**config.mk**
```make
export PLATFORM = sky130hd
export DESIGN_NAME = strict_round_robin_gather_flat
export DESIGN_NICKNAME = d
export VERILOG_FILES = /design/src/design/srrg_pkg.sv /design/src/design/srrg_if.sv /design/src/design/srrg_ram.sv /design/src/design/srrg_seq.sv /design/src/design/strict_round_robin_gather.sv /design/src/flat_wrapper.sv
export SDC_FILE = /design/constraint.sdc
export NUM_CORES = 2
export LEC_CHECK = 0
export BUFFER_PORTS_ARGS = -buffer_cell sky130_fd_sc_hd__buf_2
export CORE_MARGIN = 10
export CORE_UTILIZATION = 45
export DETAILED_ROUTE_END_ITERATION = 16
export PLACE_DENSITY = 0.71
export SYNTH_ARGS = -nofsm -noshare
export SYNTH_HDL_FRONTEND = slang
export SYNTH_SLANG_ARGS = --single-unit
```
**constraint.sdc**
```tcl
create_clock -name clk -period 7.9 [get_ports clk]
set_clock_uncertainty 0.2 [all_clocks]
set_input_delay 1.58 -clock clk [delete_from_list [all_inputs] [get_ports clk]]
set_output_delay 1.58 -clock clk [all_outputs]
set_load 0.01 [all_outputs]
```
**src/design/srrg_pkg.sv**
```systemverilog
// ----------------------------------------------------------------------------
// srrg_pkg
// shared types and codes of the strict round-robin gather block
// ----------------------------------------------------------------------------
package srrg_pkg;

  // event kinds
  localparam logic KIND_PACKET = 1'b0;
  localparam logic KIND_END    = 1'b1;

  // result error codes
  localparam logic [2:0] ERR_OK        = 3'd0;
  localparam logic [2:0] ERR_FULL      = 3'd1;
  localparam logic [2:0] ERR_BAD_INDEX = 3'd2;
  localparam logic [2:0] ERR_EXTRA_END = 3'd3;
  localparam logic [2:0] ERR_BACKLOG   = 3'd4;

  // register index (address bit 2 of the apb port)
  localparam logic REG_ACTIVE_INPUTS = 1'b0;

  localparam logic [3:0] ACTIVE_INPUTS_RESET = 4'd4;

  typedef struct packed {
    logic        kind;
    logic [2:0]  input_index;
    logic [31:0] packet_tag;
  } srrg_req_t;

  typedef struct packed {
    logic [31:0] packet_tag_res;
    logic [2:0]  source_input;
    logic        end_marker;
    logic [2:0]  error_code;
    logic        last;
  } srrg_res_t;

  // result push from the sequencer to the output register
  typedef struct packed {
    logic      push;
    srrg_res_t res;
  } srrg_push_t;

endpackage

```
**src/design/srrg_if.sv**
```systemverilog
// ----------------------------------------------------------------------------
// srrg_if
// valid/ready channels of the strict round-robin gather block
// ----------------------------------------------------------------------------
interface srrg_req_if;
  logic        valid;
  logic        ready;
  logic        kind;
  logic [2:0]  input_index;
  logic [31:0] packet_tag;

  modport source (output valid, kind, input_index, packet_tag, input ready);
  modport sink   (input valid, kind, input_index, packet_tag, output ready);
endinterface

interface srrg_res_if;
  logic        valid;
  logic        ready;
  logic [31:0] packet_tag_res;
  logic [2:0]  source_input;
  logic        end_marker;
  logic [2:0]  error_code;
  logic        last;

  modport source (output valid, packet_tag_res, source_input, end_marker, error_code, last,
                  input ready);
  modport sink   (input valid, packet_tag_res, source_input, end_marker, error_code, last,
                  output ready);
endinterface

```
**src/design/srrg_ram.sv**
```systemverilog
// ----------------------------------------------------------------------------
// srrg_ram
// simple dual-port ram, one write and one registered read per cycle
// ----------------------------------------------------------------------------
module srrg_ram #(
  parameter int WIDTH = 32,
  parameter int DEPTH = 32
) (
  input  logic                                      clk,
  input  logic                                      we,
  input  logic [((DEPTH > 1) ? $clog2(DEPTH) : 1)-1:0] waddr,
  input  logic [WIDTH-1:0]                          wdata,
  input  logic [((DEPTH > 1) ? $clog2(DEPTH) : 1)-1:0] raddr,
  output logic [WIDTH-1:0]                          rdata
);

  logic [WIDTH-1:0] mem [DEPTH];

  always_ff @(posedge clk) begin
    if (we) begin
      mem[waddr] <= wdata;
    end
    rdata <= mem[raddr];
  end

endmodule

```
**src/design/srrg_seq.sv**
```systemverilog
// ----------------------------------------------------------------------------
// srrg_seq
// queue sequencer: tag store, per-input head/count store, turn and close logic
// ----------------------------------------------------------------------------
module srrg_seq #(
  parameter int NUM_INPUTS  = 4,
  parameter int QUEUE_DEPTH = 8
) (
  input  logic                clk,
  input  logic                rst,
  input  logic                req_valid,
  output logic                req_ready,
  input  srrg_pkg::srrg_req_t req_item,
  input  logic [3:0]          n_active,
  input  logic                out_free,
  output srrg_pkg::srrg_push_t push_out
);

  localparam int IDX_W   = $clog2(NUM_INPUTS);
  localparam int SLOT_W  = (QUEUE_DEPTH > 1) ? $clog2(QUEUE_DEPTH) : 1;
  localparam int CNT_W   = $clog2(QUEUE_DEPTH + 1);
  localparam int CTL_W   = CNT_W + SLOT_W;
  localparam int ST_DEPTH = NUM_INPUTS << SLOT_W;
  localparam int ST_AW   = IDX_W + SLOT_W;

  localparam logic [2:0] S_IDLE      = 3'd0;
  localparam logic [2:0] S_PKT       = 3'd1;
  localparam logic [2:0] S_DRAIN_CTL = 3'd2;
  localparam logic [2:0] S_DRAIN_CHK = 3'd3;
  localparam logic [2:0] S_DRAIN_DAT = 3'd4;
  localparam logic [2:0] S_CLOSE     = 3'd5;
  localparam logic [2:0] S_EMIT      = 3'd6;

  logic [2:0]            state, state_next;
  logic [IDX_W-1:0]      turn, turn_next;
  logic [3:0]            ended, ended_next;
  logic [IDX_W-1:0]      idx_q, idx_q_next;
  logic [31:0]           tag_q, tag_q_next;
  logic [IDX_W-1:0]      close_i, close_i_next;
  logic [IDX_W-1:0]      drain_t, drain_t_next;
  logic [NUM_INPUTS-1:0] ctl_valid, ctl_valid_next;
  srrg_pkg::srrg_res_t   hold, hold_next;
  logic                  hold_valid, hold_valid_next;
  logic                  ctl_rvalid;

  logic                  ctl_we;
  logic [IDX_W-1:0]      ctl_waddr, ctl_raddr;
  logic [CTL_W-1:0]      ctl_wdata, ctl_rdata;
  logic                  st_we;
  logic [ST_AW-1:0]      st_waddr, st_raddr;
  logic [31:0]           st_rdata;

  logic [IDX_W-1:0]      turn_eff, turn_inc, req_idx;
  logic                  idx_ok;
  logic [SLOT_W-1:0]     cur_head, head_inc, slot;
  logic [CNT_W-1:0]      cur_cnt, cnt_inc, cnt_dec;
  logic [CNT_W:0]        slot_sum, head_sum;

  srrg_ram #(.WIDTH(CTL_W), .DEPTH(NUM_INPUTS)) u_ctl_ram (
    .clk   (clk),
    .we    (ctl_we),
    .waddr (ctl_waddr),
    .wdata (ctl_wdata),
    .raddr (ctl_raddr),
    .rdata (ctl_rdata)
  );

  srrg_ram #(.WIDTH(32), .DEPTH(ST_DEPTH)) u_tag_ram (
    .clk   (clk),
    .we    (st_we),
    .waddr (st_waddr),
    .wdata (tag_q),
    .raddr (st_raddr),
    .rdata (st_rdata)
  );

  // head/count entry reads as zero until written after reset or close
  assign cur_head = ctl_rvalid ? ctl_rdata[SLOT_W-1:0] : '0;
  assign cur_cnt  = ctl_rvalid ? ctl_rdata[CTL_W-1:SLOT_W] : '0;
  assign cnt_inc  = cur_cnt + CNT_W'(1);
  assign cnt_dec  = cur_cnt - CNT_W'(1);

  assign slot_sum = (CNT_W+1)'(cur_head) + (CNT_W+1)'(cur_cnt);
  assign slot     = (slot_sum >= (CNT_W+1)'(QUEUE_DEPTH)) ?
                    SLOT_W'(slot_sum - (CNT_W+1)'(QUEUE_DEPTH)) : SLOT_W'(slot_sum);
  assign head_sum = (CNT_W+1)'(cur_head) + (CNT_W+1)'(1);
  assign head_inc = (head_sum >= (CNT_W+1)'(QUEUE_DEPTH)) ? '0 : SLOT_W'(head_sum);

  assign turn_eff = (4'(turn) >= n_active) ? '0 : turn;
  assign turn_inc = ((4'(turn) + 4'd1) >= n_active) ? '0 : IDX_W'(turn + IDX_W'(1));
  assign req_idx  = req_item.input_index[IDX_W-1:0];
  assign idx_ok   = {1'b0, req_item.input_index} < n_active;

  assign req_ready = (state == S_IDLE);

  always_comb begin
    state_next      = state;
    turn_next       = turn;
    ended_next      = ended;
    idx_q_next      = idx_q;
    tag_q_next      = tag_q;
    close_i_next    = close_i;
    drain_t_next    = drain_t;
    ctl_valid_next  = ctl_valid;
    hold_next       = hold;
    hold_valid_next = hold_valid;
    ctl_we          = 1'b0;
    ctl_waddr       = idx_q;
    ctl_wdata       = {cnt_inc, cur_head};
    ctl_raddr       = turn;
    st_we           = 1'b0;
    st_waddr        = {idx_q, slot};
    st_raddr        = {turn, cur_head};
    push_out.push   = 1'b0;
    push_out.res    = hold;

    case (state)
      S_IDLE: begin
        turn_next = turn_eff;
        ctl_raddr = (req_item.kind == srrg_pkg::KIND_END) ? '0 : req_idx;
        if (req_valid) begin
          idx_q_next      = req_idx;
          tag_q_next      = req_item.packet_tag;
          hold_valid_next = 1'b0;
          hold_next       = '{packet_tag_res: '0, source_input: req_item.input_index,
                              end_marker: 1'b0, error_code: srrg_pkg::ERR_OK, last: 1'b0};
          if (!idx_ok) begin
            hold_next.error_code = srrg_pkg::ERR_BAD_INDEX;
            state_next           = S_EMIT;
          end else if (req_item.kind == srrg_pkg::KIND_PACKET) begin
            state_next = S_PKT;
          end else if (ended >= n_active) begin
            hold_next.error_code = srrg_pkg::ERR_EXTRA_END;
            state_next           = S_EMIT;
          end else begin
            ended_next = ended + 4'd1;
            if ((ended + 4'd1) == n_active) begin
              close_i_next = '0;
              state_next   = S_CLOSE;
            end
          end
        end
      end

      S_PKT: begin
        if (cur_cnt >= CNT_W'(QUEUE_DEPTH)) begin
          hold_next.error_code = srrg_pkg::ERR_FULL;
          state_next           = S_EMIT;
        end else begin
          st_we                 = 1'b1;
          ctl_we                = 1'b1;
          ctl_valid_next[idx_q] = 1'b1;
          state_next            = (idx_q == turn) ? S_DRAIN_CTL : S_IDLE;
        end
      end

      S_DRAIN_CTL: begin
        state_next = S_DRAIN_CHK;
      end

      S_DRAIN_CHK: begin
        if (cur_cnt == '0) begin
          // queue in turn is empty: the held tag is the last result
          state_next = S_EMIT;
        end else if (!hold_valid || out_free) begin
          push_out.push        = hold_valid;
          ctl_we               = 1'b1;
          ctl_waddr            = turn;
          ctl_wdata            = {cnt_dec, head_inc};
          ctl_valid_next[turn] = 1'b1;
          drain_t_next         = turn;
          turn_next            = turn_inc;
          ctl_raddr            = turn_inc;
          state_next           = S_DRAIN_DAT;
        end
      end

      S_DRAIN_DAT: begin
        hold_next       = '{packet_tag_res: st_rdata, source_input: 3'(drain_t),
                            end_marker: 1'b0, error_code: srrg_pkg::ERR_OK, last: 1'b0};
        hold_valid_next = 1'b1;
        state_next      = S_DRAIN_CHK;
      end

      S_CLOSE: begin
        ctl_raddr = close_i;
        if (!hold_valid || out_free) begin
          push_out.push   = hold_valid;
          hold_next       = '{packet_tag_res: '0, source_input: 3'(close_i), end_marker: 1'b1,
                              error_code: (cur_cnt != '0) ? srrg_pkg::ERR_BACKLOG
                                                          : srrg_pkg::ERR_OK,
                              last: 1'b0};
          hold_valid_next = 1'b1;
          if ((4'(close_i) + 4'd1) == n_active) begin
            // every active input closed: empty their queues
            for (int i = 0; i < NUM_INPUTS; i++) begin
              if (4'(i) < n_active) begin
                ctl_valid_next[i] = 1'b0;
              end
            end
            state_next = S_EMIT;
          end else begin
            close_i_next = close_i + IDX_W'(1);
            ctl_raddr    = close_i + IDX_W'(1);
          end
        end
      end

      S_EMIT: begin
        push_out.res.last = 1'b1;
        if (out_free) begin
          push_out.push   = 1'b1;
          hold_valid_next = 1'b0;
          state_next      = S_IDLE;
        end
      end

      default: begin
        state_next = S_IDLE;
      end
    endcase
  end

  always_ff @(posedge clk) begin
    if (rst) begin
      state      <= S_IDLE;
      turn       <= '0;
      ended      <= '0;
      ctl_valid  <= '0;
      hold_valid <= 1'b0;
    end else begin
      state      <= state_next;
      turn       <= turn_next;
      ended      <= ended_next;
      ctl_valid  <= ctl_valid_next;
      hold_valid <= hold_valid_next;
    end
  end

  always_ff @(posedge clk) begin
    idx_q      <= idx_q_next;
    tag_q      <= tag_q_next;
    close_i    <= close_i_next;
    drain_t    <= drain_t_next;
    hold       <= hold_next;
    ctl_rvalid <= ctl_valid_next[ctl_raddr];
  end

endmodule

```
**src/design/strict_round_robin_gather.sv**
```systemverilog
// ----------------------------------------------------------------------------
// strict_round_robin_gather
// merges packet tags from several input queues in strict round-robin turn
// ----------------------------------------------------------------------------
// sequence: a packet goes through S_PKT; in turn it goes on to S_DRAIN_CTL, then S_DRAIN_CHK
//   and S_DRAIN_DAT per forwarded tag, and S_EMIT for the final one; errors go to S_EMIT
// a plain end gives no result; a closing end runs S_CLOSE (one end marker per cycle while
//   the output register is free), then S_EMIT; requests are taken only in S_IDLE
// a stalled result holds the sequencer
// reset (rst, synchronous): queues empty, turn 0, end count 0, active_inputs 4
module strict_round_robin_gather #(
  parameter int NUM_INPUTS  = 4,
  parameter int QUEUE_DEPTH = 8
) (
  input  logic        clk,
  input  logic        rst,
  srrg_req_if.sink    req,
  srrg_res_if.source  res,
  input  logic        psel,
  input  logic        penable,
  input  logic        pwrite,
  input  logic [2:0]  paddr,
  input  logic [31:0] pwdata,
  output logic [31:0] prdata,
  output logic        pready
);

  logic [3:0]           active_inputs;
  logic [3:0]           n_active;
  logic                 cfg_write;
  srrg_pkg::srrg_req_t  req_item;
  srrg_pkg::srrg_push_t push_in;
  logic                 out_free;
  logic                 out_valid;
  srrg_pkg::srrg_res_t  out_res;

  // ---- configuration port ----
  assign pready    = 1'b1;
  assign cfg_write = psel & penable & pwrite & (paddr[2] == srrg_pkg::REG_ACTIVE_INPUTS);
  assign prdata    = (paddr[2] == srrg_pkg::REG_ACTIVE_INPUTS) ? {28'd0, active_inputs} : '0;

  always_ff @(posedge clk) begin
    if (rst) begin
      active_inputs <= srrg_pkg::ACTIVE_INPUTS_RESET;
    end else if (cfg_write) begin
      active_inputs <= pwdata[3:0];
    end
  end

  // effective active count, saturated to 1..NUM_INPUTS
  always_comb begin
    n_active = active_inputs;
    if (active_inputs == 4'd0) begin
      n_active = 4'd1;
    end else if (active_inputs > 4'(NUM_INPUTS)) begin
      n_active = 4'(NUM_INPUTS);
    end
  end

  // ---- sequencer with the queue memories ----
  assign req_item = '{kind: req.kind, input_index: req.input_index,
                      packet_tag: req.packet_tag};

  srrg_seq #(
    .NUM_INPUTS  (NUM_INPUTS),
    .QUEUE_DEPTH (QUEUE_DEPTH)
  ) u_seq (
    .clk       (clk),
    .rst       (rst),
    .req_valid (req.valid),
    .req_ready (req.ready),
    .req_item  (req_item),
    .n_active  (n_active),
    .out_free  (out_free),
    .push_out  (push_in)
  );

  // ---- output register: lets the sequencer go on while a result waits ----
  assign out_free = ~out_valid | res.ready;

  always_ff @(posedge clk) begin
    if (rst) begin
      out_valid <= 1'b0;
    end else if (push_in.push) begin
      out_valid <= 1'b1;
    end else if (res.ready) begin
      out_valid <= 1'b0;
    end
  end

  always_ff @(posedge clk) begin
    if (push_in.push) begin
      out_res <= push_in.res;
    end
  end

  assign res.valid          = out_valid;
  assign res.packet_tag_res = out_res.packet_tag_res;
  assign res.source_input   = out_res.source_input;
  assign res.end_marker     = out_res.end_marker;
  assign res.error_code     = out_res.error_code;
  assign res.last           = out_res.last;

  // ---- checks ----
  // sequencer only pushes when the output register can take the transaction
  a_push_free: assert property (@(posedge clk) disable iff (rst)
    push_in.push |-> out_free)
    else $error("result pushed into a full output register");

  // error results and end markers carry no tag
  a_err_no_tag: assert property (@(posedge clk) disable iff (rst)
    (res.valid && (res.error_code != srrg_pkg::ERR_OK || res.end_marker)) |->
      (res.packet_tag_res == 32'd0))
    else $error("tag present on error or end marker");

  // an end marker never carries a queue or index error
  a_end_codes: assert property (@(posedge clk) disable iff (rst)
    (res.valid && res.end_marker) |->
      (res.error_code == srrg_pkg::ERR_OK || res.error_code == srrg_pkg::ERR_BACKLOG))
    else $error("bad error code on end marker");

endmodule

```
**src/flat_wrapper.sv**
```systemverilog
// flat-port wrapper written by rule: the top's interface ports become plain ports
module strict_round_robin_gather_flat 
#(
  parameter int NUM_INPUTS  = 4,
  parameter int QUEUE_DEPTH = 8
)
  (clk, rst, psel, penable, pwrite, paddr, pwdata, prdata, pready, req_valid, req_kind, req_input_index, req_packet_tag, req_ready, res_valid, res_packet_tag_res, res_source_input, res_end_marker, res_error_code, res_last, res_ready);
  srrg_req_if req_i ();
  srrg_res_if res_i ();
  input  logic clk;
  input  logic rst;
  input  logic psel;
  input  logic penable;
  input  logic pwrite;
  input  logic [2:0] paddr;
  input  logic [31:0] pwdata;
  output logic [31:0] prdata;
  output logic pready;
  input wire logic [$bits(req_i.valid)-1:0] req_valid;
  input wire logic [$bits(req_i.kind)-1:0] req_kind;
  input wire logic [$bits(req_i.input_index)-1:0] req_input_index;
  input wire logic [$bits(req_i.packet_tag)-1:0] req_packet_tag;
  output wire logic [$bits(req_i.ready)-1:0] req_ready;
  output wire logic [$bits(res_i.valid)-1:0] res_valid;
  output wire logic [$bits(res_i.packet_tag_res)-1:0] res_packet_tag_res;
  output wire logic [$bits(res_i.source_input)-1:0] res_source_input;
  output wire logic [$bits(res_i.end_marker)-1:0] res_end_marker;
  output wire logic [$bits(res_i.error_code)-1:0] res_error_code;
  output wire logic [$bits(res_i.last)-1:0] res_last;
  input wire logic [$bits(res_i.ready)-1:0] res_ready;
  assign req_i.valid = req_valid;
  assign req_i.kind = req_kind;
  assign req_i.input_index = req_input_index;
  assign req_i.packet_tag = req_packet_tag;
  assign req_ready = req_i.ready;
  assign res_valid = res_i.valid;
  assign res_packet_tag_res = res_i.packet_tag_res;
  assign res_source_input = res_i.source_input;
  assign res_end_marker = res_i.end_marker;
  assign res_error_code = res_i.error_code;
  assign res_last = res_i.last;
  assign res_i.ready = res_ready;
  strict_round_robin_gather #(.NUM_INPUTS(NUM_INPUTS), .QUEUE_DEPTH(QUEUE_DEPTH)) u_core (.clk(clk), .rst(rst), .req(req_i), .res(res_i), .psel(psel), .penable(penable), .pwrite(pwrite), .paddr(paddr), .pwdata(pwdata), .prdata(prdata), .pready(pready));
endmodule
```
# Word-level counts from Yosys, hierarchy flattened
# Memory sizes are Yosys's and may differ from the RTL's. A register that Yosys moved wholly into a read port is not among the register bits.
# Cells that the tools add are included.
dict set report totals {
  elab_cells 192
  regBits 138
  mem_count 2
  input_bits 78
  ram_bits 1052
}
# name depth word_bits read_ports rd_clocked_by_memory_dff write_ports line
set memory_table {}
lappend memory_table {u_core.u_seq.u_tag_ram.mem 32 32 1 1 1 srrg_ram.sv:17} ;# logic [WIDTH-1:0] mem [DEPTH];
lappend memory_table {u_core.u_seq.u_ctl_ram.mem 4 7 1 1 1 srrg_ram.sv:17}
dict set report classes {
  n_mux 86
  n_lt_le_gt_ge 17
  n_addsub 10
  bitwise_logic 10
  eq_ne 21
  n_reduce_logical 24
}
# cell n
set op_table {}
lappend op_table {{one-hot mux 36 bit (3 select lines)} 1}
lappend op_table {{two-way mux 40 bit} 2}
lappend op_table {{two-way mux 3 bit} 16}
lappend op_table {{two-way mux 2 bit} 19}
lappend op_table {{two-way mux 4 bit} 9}
lappend op_table {{two-way mux 1 bit} 23}
lappend op_table {{two-way mux 7 bit} 3}
lappend op_table {{one-hot mux 3 bit (6 select lines)} 1}
lappend op_table {{inequality test 2 bit, second input constant} 7}
lappend op_table {{one-hot mux 3 bit (4 select lines)} 1}
lappend op_table {{one-hot mux 4 bit (3 select lines)} 1}
lappend op_table {{AND reduction 6 bit} 2}
lappend op_table {{nonzero test 4 bit} 3}
lappend op_table {{== test 3 bit, second input constant} 3}
lappend op_table {{< comparator 2 x 3 -> 1 bit, second input constant} 3}
lappend op_table {{adder 4 x 1 -> 4 bit, second input constant} 2}
lappend op_table {{greater-or-equal comparator 4 bit, second input constant} 2}
lappend op_table {{logical NOT 4 bit} 2}
lappend op_table {{< comparator 1 x 4 -> 1 bit, first input constant} 2}
lappend op_table {{< comparator 2 x 4 -> 1 bit, first input constant} 2}
lappend op_table {{OR 4 bit} 2}
lappend op_table {{one-hot mux 2 bit (2 select lines)} 2}
lappend op_table {{AND reduction 4 bit} 2}
lappend op_table {{adder 2 x 1 -> 3 bit, second input constant} 2}
lappend op_table {{other kinds (39)} 56}

# Longest topological paths before layout
dict set report depth {
  depth_word 10
  mapped_depth 13
  depth_no_buf 11
}

# By module
# A second synthesis with hierarchy kept.
dict set report hier_totals {
  hier_cells 2791
  area_unflattened_um2 47927.2
}
# mod n_inst area_per_inst_um2 cells_each seq_area_each_um2
set by_module_without_submodules {}
lappend by_module_without_submodules {{srrg_ram at u_core.u_seq.u_tag_ram} 1 40492.6 2260 31390.1}
lappend by_module_without_submodules {srrg_seq 1 4554.4 381 2612.5}
lappend by_module_without_submodules {strict_round_robin_gather 1 1695.4 102 1301.2}
lappend by_module_without_submodules {{srrg_ram at u_core.u_seq.u_ctl_ram} 1 1184.9 48 980.9}

# Worst setup path after synthesis
# Ideal clock, no wire load.
dict set report synth_path {
  path_kind {register -> register}
  start {register u_core.u_seq.u_ctl_ram.rdata[0], read port of u_core.u_seq.u_ctl_ram.mem}
  end {memory u_core.u_seq.u_tag_ram.mem[24][0] (enable)}
  path_buffers 5
  path_slack_ps 3403
  t_arrival_ps 3876
  stages_incl_launch_ff 12
  synth_period_minus_slack_ps 4497
  path_cell_list {dfxtp_1 clkbuf_1 nand2_1 inv_2 buf_2 buf_2 buf_2 ha_1 fa_1 or3_1 clkbuf_1 nor2_1}
}
dict set report synth_via {
  elab_chain_len 4
  elab_cells_between_ends 5
  classes_between {add/sub: 2; order compare: 1; mux: 2}
}
# element line
set synth_rtl {}
lappend synth_rtl {{start, declared} srrg_ram.sv:14} ;# output logic [WIDTH-1:0] rdata
lappend synth_rtl {{two-way mux 3 bit *} srrg_seq.sv:78} ;# assign cur_head = ctl_rvalid ? ctl_rdata[SLOT_W-1:0] : '0;
lappend synth_rtl {{adder 3 x 4 -> 5 bit *} srrg_seq.sv:83} ;# assign slot_sum = (CNT_W+1)'(cur_head) + (CNT_W+1)'(cur_cnt);
lappend synth_rtl {{greater-or-equal comparator 5 x 4 -> 1 bit / subtractor 3 x 1 -> 3 bit (equally long branches)} {srrg_seq.sv:84, srrg_seq.sv:85}}
lappend synth_rtl {{two-way mux 3 bit *} srrg_seq.sv:84} ;# assign slot = (slot_sum >= (CNT_W+1)'(QUEUE_DEPTH)) ?
lappend synth_rtl {{end, declared} srrg_ram.sv:17}
# Every way passes the cells marked *; elsewhere a longest branch is shown, timed or not.

# Final worst setup path
dict set report layout_path {
  start {register u_core.u_seq.u_ctl_ram.rdata[0], read port of u_core.u_seq.u_ctl_ram.mem}
  end {memory u_core.u_seq.u_tag_ram.mem[20][14] (enable)}
}
# Same word-level chain as after synthesis.

==> metrics.yaml <==
yosys:
  ys_warn_count: 0
  postSynthAreaPerCell_sq_um: 17.7
  yosys_most_used_dff: "edfxtp_1"
  yosysSeqAreaShare_pct: 75.7
  synth.distinct_cells: 69
  synth_edf_count: 1169
  synth.ff_latch_count: 1228
  async_flop_share_pct: 0
  synthCells: 2716
  syn_area_sq_mm: 0.0479
sta:
  final-hold-violation-count: 0
  min_period_ps: 4970
  tns_ps: 0
  fmax_mhz: 201
  slew_viol_final: 0
  finalSetupViolCount: 0
  fin_crit_sh_pct: 62.9
  setup_slack_ps: 2930
  max_slew.worst_pin.slew_ps: 1380
  maxSlewHeadroom_pct: 7.95
  grt_setup_unrepaired: "no"
routing:
  wl_per_cell_um: 26.1
  drt_iter0_markers: 3192
  first_pass_iters: 5
  drt_wl_total_mm: 112
  drc: 0
  vias: 25300
  via_per_inst: 5.86
  drt.antenna.violating_nets: 0
grt:
  grt_pass1_wl_mm: 166
  grt_max_degree: 177
  grt_usage_pct: 18.3
  met3_usage_pct: 4.44
  grt_use_met1_pct: 25.4
  grt_pass1_vias: 25500
  overflow: 0
  grtUsageMet2_pct: 28.8
  grt_busiest_layer: "met2"
  antenna_found_initial: 9
floorplan:
  dieHeight_um: 346
  coreArea_sq_mm: 0.106
  die_w_um: 346
  design.portCount: 153
  floorplan.die_area_sq_mm: 0.120
  num_rows: 119
  initial_core_util_pct: 45.4
clock_network:
  holdBufCountCts: 0
  cts_root_buf: "clkbuf_16"
  cts-resized-gates: 0
  insertion_delay_ps: 710
  clkTransAtPathRegs_ps: 60
  cts_made_buffers: 117
  cts_tree: "yes"
  cts.sinks: 1228
  htreeDepth: 3
  cts_buffer_depth: 3
  cts_setup_buffers: 0
worst_setup_path:
  worst-r2r-setup-slack_ps: 2930
  cp.arrival_ps: 5140
  criticalPathCategory: "register to register"
  worstReg2RegEnd: "u_core.u_seq.u_tag_ram.mem[20][14]$_DFFE_PP_"
  timing.rr.start: "u_core.u_seq.u_ctl_ram.rdata[0]$_DFF_P_"
  critPathRequiredTime_ps: 8070
  cp-end-kind: "register"
  cp_max_fo: 62
  start_kind: "register"
  worstRegToRegCells: 7
layout:
  multi_input_area_sq_mm: 0.0111
  area.sequential_sq_mm: 0.0363
  syn2layout_area_growth_pct: 12.3
  final_nets: 2926
  fill_cells: 8231
  drive_gt1_share_pct: 17.2
placed_design:
  dp_hpwl_mm: 61.3
  io_buffers: 93
  gp_congestion: 0.857
  dpl_worst_slack_ps: 2860
min_path:
  holdPathStages: 0
  hold_start: "u_core.u_seq.push_out[28]$_DFFE_PP_"
  whs_endpoint: "u_core.res.packet_tag_res[20]$_DFFE_PP_"
  hp-class: "register to register"
pwr:
  power_leakage_nw: 18.0
  p_per_area_mw_per_mm2: 313
  vdd_drop_max_mv: 0.292
status:
  status: "complete, no violations"
job:
  maxCapViolCount: 0
[where the power goes]
part / total [mW] / internal [mW] / switching, mW / leakage, nW
logic: 2.83 / 1.18 / 1.65 / 5.10
registers: 8.62 / 7.96 / 0.658 / 11.1
clock network: 5.38 / 3.04 / 2.35 / 1.82
[worst max path at each step]
stage | from | to
after floorplan | u_core.u_seq.u_ctl_ram.rdata[0]$_DFF_P_ | u_core.u_seq.u_tag_ram.mem[24][0]$_DFFE_PP_
after global placement | u_core.u_seq.u_ctl_ram.rdata[0]$_DFF_P_ | u_core.u_seq.u_tag_ram.mem[20][7]$_DFFE_PP_
after detailed placement | u_core.u_seq.u_ctl_ram.rdata[0]$_DFF_P_ | u_core.u_seq.u_tag_ram.mem[20][7]$_DFFE_PP_
after CTS | u_core.u_seq.u_ctl_ram.rdata[0]$_DFF_P_ | u_core.u_seq.u_tag_ram.mem[20][11]$_DFFE_PP_
after global routing | u_core.u_seq.u_ctl_ram.rdata[0]$_DFF_P_ | u_core.u_seq.u_tag_ram.mem[28][26]$_DFFE_PP_
final | u_core.u_seq.u_ctl_ram.rdata[0]$_DFF_P_ | u_core.u_seq.u_tag_ram.mem[20][14]$_DFFE_PP_
[worst max-delay path, stage by stage (launching register included)]
cell	delay, ps
dfxtp_4	1010
nand2_2	210
inv_6	450
ha_1	270
fa_1	460
or3_1	730
nor2_4	830
buf_4	460
[synthesized netlist by cell type, types with 24 or more instances]
library cell  count  area (sq um)
buf_2            40           200
clkbuf_1         85           319
nor2_1           67           251
a211oi_1         65           488
o22ai_1         129           807
buf_4            32           240
nand2_1         267          1000
mux2i_1         287          2870
dfxtp_1          59          1180
and2_1           36           225
edfxtp_1       1169         35100
nor2b_1          76           475
buf_1            24          90.1
mux4_2          128          2880
a31oi_1          68           425
[cell usage in the layout, fill, tap and decap left out, types with 24 or more instances in the layout]
cell,Yosys,routed
nor2_1,67,33
buf_2,40,93
and2_1,36,34
clkbuf_1,85,31
nor2_4,0,33
nand2_1,267,264
clkbuf_16,0,118
o22ai_1,129,129
mux2i_1,287,287
buf_4,32,50
nor2b_1,76,76
conb_1,2,30
mux4_2,128,128
a31oi_1,68,68
dfxtp_1,59,55
edfxtp_1,1169,1169
a211oi_1,65,65
clkinv_2,0,24
[registers in the layout, indices dropped and copies added (netlist names), 3 cells and up]
name                          flops
u_core.res.packet_tag_res        32
u_core.u_seq.state                3
u_core.u_seq.ctl_valid            4
u_core.u_seq.push_out            39
u_core.u_seq.tag_q               32
u_core.res.error_code             3
u_core.u_seq.u_ctl_ram.mem       28
u_core.res.source_input           3
u_core.active_inputs              4
u_core.u_seq.u_tag_ram.rdata     32
u_core.u_seq.u_ctl_ram.rdata      7
u_core.u_seq.ended                4
u_core.u_seq.u_tag_ram.mem     1024
[logic make-up (layout without fill, tap and decap cells)]
logic type	Yosys count	count (layout)	share of synthesized area, %
other	2	31	0.0157
multiplexers	417	417	12.1
AND/OR/NAND/NOR	495	495	4.71
buffers and inverters	201	380	1.98
adder cells (fa/ha/maj)	22	22	0.590
AO/OA/AOI/OAI	338	338	4.73
XOR/XNOR	13	13	0.238
flip-flops	1228	1228	75.7
[metal layers]
metal	vias up	routed length, um	part of all wire, %
met3	184	11600	10
li1	10900	-	-
met2	1370	52400	47
met5	-	0	0
met4	0	2450	2.2
met1	12900	46100	41
[layout make-up]
cell class	count	share of cell area (%)
tap	1391	3.23
clock inverter	57	0.921
inverter	18	0.144
multi-input combinational	1315	20.6
timing repair buffer	146	1.67
sequential	1228	67.4
clock buffer	159	5.96
antenna	1	0.00465
[stage by stage]
stage | util, % | total power, mW | hold WS (ps) | std cells | instance area [sq um]
2_1_floorplan | - | 10.6 | 200 | 2744 | 48000
3_3_place_gp | 47.5 | 11.4 | 210 | 4098 | 50100
3_5_place_dp | 47.5 | 11.5 | 205 | 4098 | 50100
4_1_cts | 51.0 | 16.9 | 220 | 4314 | 53800
5_1_grt | 51.0 | 17.4 | 226 | 4314 | 53800
6_report | 51.0 | 16.8 | 220 | 4315 | 53800
Note: power is estimated with default switching activity, not from simulation.
